<file path="src/sv/spd_sqrt_cell.sv">
module spd_sqrt_cell #(
    parameter int VW   = 32,
    parameter int STEP = 0,
    parameter int PW   = 1
) (
    input  logic          i_clk,
    input  logic          i_rst_n,
    input  logic          i_en,
    input  logic          i_valid,
    input  logic [VW-1:0] i_val,
    input  logic [VW-1:0] i_root,
    input  logic [PW-1:0] i_side,
    output logic          o_valid,
    output logic [VW-1:0] o_val,
    output logic [VW-1:0] o_root,
    output logic [PW-1:0] o_side
);

    localparam logic [VW-1:0] BIT = VW'(1) << (2 * STEP);

    logic          r_valid;
    logic [VW-1:0] r_val;
    logic [VW-1:0] r_root;
    logic [PW-1:0] r_side;
    logic [VW-1:0] n_val;
    logic [VW-1:0] n_root;
    logic [VW-1:0] trial;

    always_comb begin
        trial = i_root + BIT;
        if (i_val >= trial) begin
            n_val  = i_val - trial;
            n_root = (i_root >> 1) + BIT;
        end else begin
            n_val  = i_val;
            n_root = i_root >> 1;
        end
    end

    always_ff @(posedge i_clk) begin
        if (!i_rst_n) begin
            r_valid <= 1'b0;
        end else if (i_en) begin
            r_valid <= i_valid;
        end
    end

    always_ff @(posedge i_clk) begin
        if (i_en) begin
            r_val  <= n_val;
            r_root <= n_root;
            r_side <= i_side;
        end
    end

    assign o_valid = r_valid;
    assign o_val   = r_val;
    assign o_root  = r_root;
    assign o_side  = r_side;

endmodule

</file>
<file path="config.mk">
export PLATFORM = sky130hd
export DESIGN_NAME = spd_sqrt_cell
export DESIGN_NICKNAME = d
export VERILOG_FILES = /design/src/sv/spd_sqrt_cell.sv
export SDC_FILE = /design/constraint.sdc
export NUM_CORES = 1
export LEC_CHECK = 0
export BUFFER_PORTS_ARGS = -buffer_cell sky130_fd_sc_hd__buf_2
export CAP_MARGIN = 0
export CORE_MARGIN = 2
export CORE_UTILIZATION = 54
export CTS_CLUSTER_SIZE = 12
export DETAILED_ROUTE_END_ITERATION = 10
export PLACE_DENSITY_LB_ADDON = 0.15
export SYNTH_ARGS = -nofsm -noshare
export SYNTH_HDL_FRONTEND = slang
export SYNTH_SLANG_ARGS = --single-unit
</file>
<file path="constraint.sdc">
create_clock -name i_clk -period 6.85 [get_ports i_clk]
set_input_delay 1.37 -clock i_clk [delete_from_list [all_inputs] [get_ports i_clk]]
set_output_delay 1.37 -clock i_clk [all_outputs]
set_load 0.01 [all_outputs]
</file>
==> results of run 1 <==
==> routing by layer <==
layer / global-route usage / part of all wire / up-vias
li1: - / - / 2303
met2: 0.450 / 0.48 / 171
met5: 0 / 0 / -
met4: 0.109 / 0.030 / 0
met1: 0.339 / 0.42 / 2193
met3: 0.0610 / 0.073 / 21
==> cell usage in the layout (no fill, tap or decap), types with 8 or more instances in the layout <==
cell,count
buf_2,134
edfxtp_1,65
nor2_1,56
nand2_1,54
a21oi_1,54
xnor2_1,45
xor2_1,42
ha_1,34
nand3_1,23
nand4_1,22
o21ai_0,22
and3_1,14
inv_1,14
a21o_1,12
clkbuf_8,10
a31oi_1,8
==> power by group through the flow <==
stage / Clock (uW) / Sequential [uW] / Combinational [uW]
finish: 350 / 511 / 380
global route: 371 / 515 / 419
CTS: 356 / 511 / 379
detailed placement: 0 / 520 / 377
global placement: 0 / 519 / 372
floorplan: 0 / 546 / 224
==> worst min-delay path: cells and delay by family, from the launching register on <==
family / cells / cell delay, ns
muxes: 1 / 0.07
DFF: 1 / 0.33
and+or+nand+nor: 1 / 0.10
==> layout make-up <==
class | count | area share
timing repair buffer | 136 | 0.111
sequential | 66 | 0.320
clock buffer | 10 | 0.0224
inverter | 16 | 0.00976
clock inverter | 6 | 0.0104
multi-input combinational | 458 | 0.499
tap | 129 | 0.0262
==> worst min-delay path by stage <==
stage,start,end,depth (start not counted),slack [ns]
5_1_grt,o_valid,o_valid,2,0.60
4_1_cts,o_valid,o_valid,2,0.54
2_1_floorplan,o_valid,o_valid,2,0.54
3_5_place_dp,o_valid,o_valid,2,0.53
6_report,o_valid,o_valid,2,0.54
3_3_place_gp,o_valid,o_valid,2,0.50
==> kinds of logic (layout without fill, tap and decap cells) <==
logic type	Yosys count	in the layout	share of synthesized area
simple gates	203	203	0.189
fa+ha+maj	35	35	0.0849
compound gates	131	131	0.162
xor+xnor	87	87	0.145
mux	2	2	0.00405
flops	66	66	0.376
buf+inv	43	168	0.0384
==> state kept, by name (all words and copies together), names as in the netlist <==
signal and flops:
o_root 32, o_side 1, o_val 32, o_valid 1
==> per-stage QoR <==
step                utilization  hold WS (ns)
floorplan                     -         0.538
global placement          0.638         0.496
detailed placement        0.638         0.525
CTS                       0.660         0.544
global route              0.660         0.600
finish                    0.660         0.535
==> impl_metrics.yaml, run 1 <==
run_status:
  status: "finished, final reports clean"
layout:
  n_antenna_cell: 0
  regArea_mm2: 0.00197
  drive_gt1_frac: 0.247
  design_area_mm2: 0.00615
  fillers: 817
  fin_cells: 821
  area_growth_pct: 17.3
  multi_input_area_mm2: 0.00307
  nNetsFinal: 791
placed_design:
  gp_congestion: 0.910
  dp_hpwl_um: 10900
  placed_cell_area_mm2: 0.00595
  post-place-ws_ns: 0.945
  numPortBuffers: 134
  place_inst: 805
grt:
  antenna_found_initial: 0
  gr-total-overflow: 0
  grt_pass1_vias: 4496
  grt_pass1_wl_um: 21700
  grt_max_degree: 44
  grt_usage: 0.270
clocking:
  tritoncts: "yes"
  cts.sinks: 66
  post_cts_buffers: 0
  clk_path_buf_depth: 2
  clkSlewWorstSetupHoldPaths_ns: 0.09
  holdBufCountCts: 0
  cts_root_buffer: "clkbuf_8"
  post_cts_resized: 0
  worstSkewPairLatency_ns: 0.36
  htreeDepth: 3
  numCtsBuffers: 9
route:
  remaining_drc_errors: 0
  dr.pass1.iters: 5
  wl_per_cell_um: 16.9
  drt-total-wl_um: 13900
  ant_nets: 0
  vias: 4688
  vias_per_cell: 5.71
  drtIter0Drc: 194
pwr:
  vdd_drop_max_mv: 0.100
  netSwitchingFraction: 0.332
  p_comb_frac: 0.306
  switchingPower_uw: 412
  power_uw: 1240
  clockPowerShare: 0.282
  p_per_area_mw_per_mm2: 202
  p_leak_uw: 0.00254
  seqPwrFrac: 0.412
  p_int_uw: 828
synthesis:
  syn-num-nets: 671
  synth.cell_area_mm2: 0.00525
  synth_seq_area_share: 0.376
  synth_most_common_cell: "edfxtp_1"
  yosys.cell_types.count: 62
  ys_seq_elements: 66
  netlist.area_leader.share: 0.372
  synthTopCellsByArea: "edfxtp_1 37%, ha_1 8.1%, xnor2_1 7.5%, xor2_1 7.0%, a21oi_1 5.2%"
  synth_area_per_cell_um2: 9.25
  yosysTopAreaCell: "edfxtp_1"
  synth_edf_count: 65
  synthCells: 567
  yosys-top-cells-count: "65 x edfxtp_1, 56 x nor2_1, 54 x a21oi_1, 54 x nand2_1, 45 x xnor2_1"
  yosys_warnings: 0
  async_reset_ff_frac: 0
  ys.flop_type: "edfxtp_1"
worst_setup_path:
  cp-start-kind: "primary input"
  ff2ff_setup_slack_ns: 6.25
  crit_arrival_ns: 5.66
  rr_startpoint: "o_valid"
  cp_num_buf_inv: 2
  crit_path_max_fanout: 34
  cp_cell_sequence: "buf_2 > ha_1 > and3_1 > and3_1 > and3_1 > and3_1 > and4_1 > and3_1 > nand2_1 > xor2_1 > ha_1 > nand4_1 > nor2_1 > nand2_1 > a221o_1 > a21oi_2 > a31o_4 > inv_1 > nand2_1 > o21ai_0"
  worst_setup_path_end_kind: "flop"
  regToRegEndpoint: "o_valid"
  rr_worst_depth: 2
  cp-startpoint: "i_root[2]"
  cp.depth: 20
  critical_path_class: "in2reg"
  cpPeakStageDelay_ns: 0.44
  cpMaxStageDelayCell: "a31o_4"
  setup.worst_path.end: "o_val[18]"
  cp.required_ns: 6.92
  crit_family: "simple AND/OR/NAND/NOR gates"
  crit_top_cell: "and3_1"
floorplan:
  num_rows: 35
  coreArea_mm2: 0.00933
  initial_utilization: 0.562
  die-area_mm2: 0.0105
  die_w_um: 103
  io-pin-count: 135
  die_y_um: 103
timing:
  relSlewSlack: 0.575
  drv_slew: 0
  worst_pin_slew_ns: 0.632
  rsz0062_at_grt: "false"
  setup_tns_ns: 0
  fmax_mhz: 179
  period_minus_slack_ns: 5.59
  fin_worst_skew_ns: 0
  finalHoldViolations: 0
  setup_viol: 0
  setup_ws_ns: 1.26
  layout_worst_path_cycle_share: 0.815
flow_run:
  maxCapViolations: 0
min_path:
  hold_path.class: "reg2reg"
No activity file was read; power rests on OpenSTA's default activity.
==> run 2: changes to the inputs <==
--- a/config.mk
+++ b/config.mk
@@ -8,7 +8,7 @@
 export BUFFER_PORTS_ARGS = -buffer_cell sky130_fd_sc_hd__buf_2
 export CAP_MARGIN = 0
 export CORE_MARGIN = 2
-export CORE_UTILIZATION = 54
+export CORE_UTILIZATION = 49
 export CTS_CLUSTER_SIZE = 12
 export DETAILED_ROUTE_END_ITERATION = 10
 export PLACE_DENSITY_LB_ADDON = 0.15
==> constraint.sdc (replaced) <==
create_clock -name i_clk -period 4.7 [get_ports i_clk]
set_input_delay 0.94 -clock i_clk [delete_from_list [all_inputs] [get_ports i_clk]]
set_output_delay 0.94 -clock i_clk [all_outputs]
set_load 0.01 [all_outputs]
==> impl_metrics.yaml, run 2 (synthesized netlist as in run 1, its figures left out) <==
run_status:
  status: "finished, final reports clean"
worst_setup_path:
  worst_setup_path_end_kind: "flop"
  crit_top_cell: "and3_4"
  rr_worst_depth: 2
  cp.required_ns: 4.82
  regToRegEndpoint: "o_valid"
  ff2ff_setup_slack_ns: 4.10
  critical_path_class: "in2reg"
  cp-startpoint: "i_root[1]"
  cp-start-kind: "primary input"
  crit_arrival_ns: 4.66
  rr_startpoint: "o_valid"
  cpPeakStageDelay_ns: 0.29
  cp_cell_sequence: "buf_2 > ha_4 > and3_4 > and3_4 > and3_4 > and3_4 > and4_4 > buf_4 > and3_4 > nand4_1 > xor2_1 > ha_1 > a21o_1 > a21o_1 > a21o_1 > a31oi_2 > a21oi_2 > a31o_4 > buf_6 > buf_4 > clkbuf_16 > nor2_1 > a21oi_1"
  cpMaxStageDelayCell: "ha_1"
  crit_path_max_fanout: 21
clocking:
  worstSkewPairLatency_ns: 0.37
  cts_root_buffer: "clkbuf_8"
  numCtsBuffers: 9
  cts.sinks: 66
  htreeDepth: 3
  holdBufCountCts: 0
  clk_path_buf_depth: 2
  clkSlewWorstSetupHoldPaths_ns: 0.08
  tritoncts: "yes"
timing:
  setup_ws_ns: 0.159
  worst_pin_slew_ns: 0.901
  layout_worst_path_cycle_share: 0.966
  finalHoldViolations: 0
  setup_viol: 0
  relSlewSlack: 0.399
  period_minus_slack_ns: 4.54
  holdWs_ns: 0.529
  drv_slew: 0
  fmax_mhz: 220
  fin_worst_skew_ns: 0
min_path:
  worstHoldStart: "o_valid"
  worstHoldEndpoint: "o_valid"
  whs_path_depth: 2
  hold_path.class: "reg2reg"
floorplan:
  coreArea_mm2: 0.0104
  num_rows: 37
  die_w_um: 107
  die_y_um: 107
  die-area_mm2: 0.0116
  io-pin-count: 135
  initial_utilization: 0.506
route:
  wl_per_cell_um: 17.1
  drt-total-wl_um: 15500
  remaining_drc_errors: 0
  drtIter0Drc: 320
  dr.pass1.iters: 5
  vias_per_cell: 5.53
  vias: 5031
  ant_nets: 0
grt:
  antenna_found_initial: 0
  grt_max_degree: 44
  gr-total-overflow: 0
  grt_pass1_vias: 4941
  grt_pass1_wl_um: 23600
  grt_usage: 0.262
layout:
  final_core_util: 0.677
  multi_input_area_mm2: 0.00322
  area_growth_pct: 33.8
  nNetsFinal: 872
  drive_gt1_frac: 0.356
  n_antenna_cell: 0
  regArea_mm2: 0.00197
  final_cell_mix: "134 x buf_2, 77 x buf_4, 65 x edfxtp_1"
  fillers: 873
  final_common_cell: "buf_2"
placed_design:
  post-place-ws_ns: -0.442
  gp_congestion: 0.973
  numPortBuffers: 134
  dp_hpwl_um: 11800
pwr:
  p_comb_frac: 0.341
  vdd_drop_max_mv: 0.166
  p_per_area_mw_per_mm2: 283
  switchingPower_uw: 637
  netSwitchingFraction: 0.320
  seqPwrFrac: 0.374
  p_leak_uw: 0.00299
  clockPowerShare: 0.285
  p_int_uw: 1350
flow_run:
  maxCapViolations: 0
[run 2: worst max path at each step]
stage	cells after the start	endpoint	slack [ns]
2_1_floorplan	19	o_val[30]	0.01
3_3_place_gp	20	o_root[25]	-0.47
3_5_place_dp	20	o_root[25]	-0.44
4_1_cts	20	o_root[25]	0.03
5_1_grt	23	o_val[28]	-0.01
6_report	23	o_val[28]	0.16
[run 2: routing by layer]
layer | wire, um | vias to the layer above | track usage
met2 | 7820 | 183 | 0.453
met3 | 1100 | 28 | 0.0605
li1 | - | 2462 | -
met4 | 382 | 0 | 0.0870
met1 | 6220 | 2358 | 0.323
met5 | 0 | - | 0
[run 2: repair_timing]
item | 4_1_cts | 5_1_grt
resized for setup | 1 | 28
setup buffers | 0 | 7
pin swaps | 0 | 18
cloned | 0 | 2
setup endpoints to repair | 10 | 58
[run 2: area by class of cell]
class | count | share of cell area
timing repair buffer | 217 | 0.195
clock inverter | 5 | 0.0123
multi-input combinational | 458 | 0.459
inverter | 16 | 0.00856
clock buffer | 11 | 0.0201
sequential | 66 | 0.281
tap | 136 | 0.0242
[run 2: power groups by stage]
stage                     Sequential [uW]  Combinational (uW)  Clock (uW)
final                                 744                 678         567
after CTS                             745                 631         569
after global routing                  749                 739         594
after global placement                756                 618           0
after detailed placement              757                 625           0
after floorplan                       796                 327           0
[run 2: worst max-delay path: cells and delay by family]
kind                       cells  cell delay (ns)
adders and majority gates      2             0.42
and+or+nand+nor                8             1.34
buffers and inverters          5             0.71
AOI/OAI and AO/OA              7             1.07
xor gates and xnor gates       1             0.18
[run 2: through the flow]
step	total power, uW	area [um2]	cells	TNS (ns)
final	1990	7020	909	0
after global routing	2080	7020	909	-0.0422
after CTS	1940	6770	900	0
after detailed placement	1380	6540	884	-20.18
after global placement	1370	6540	884	-21.80
after floorplan	1120	5260	567	0
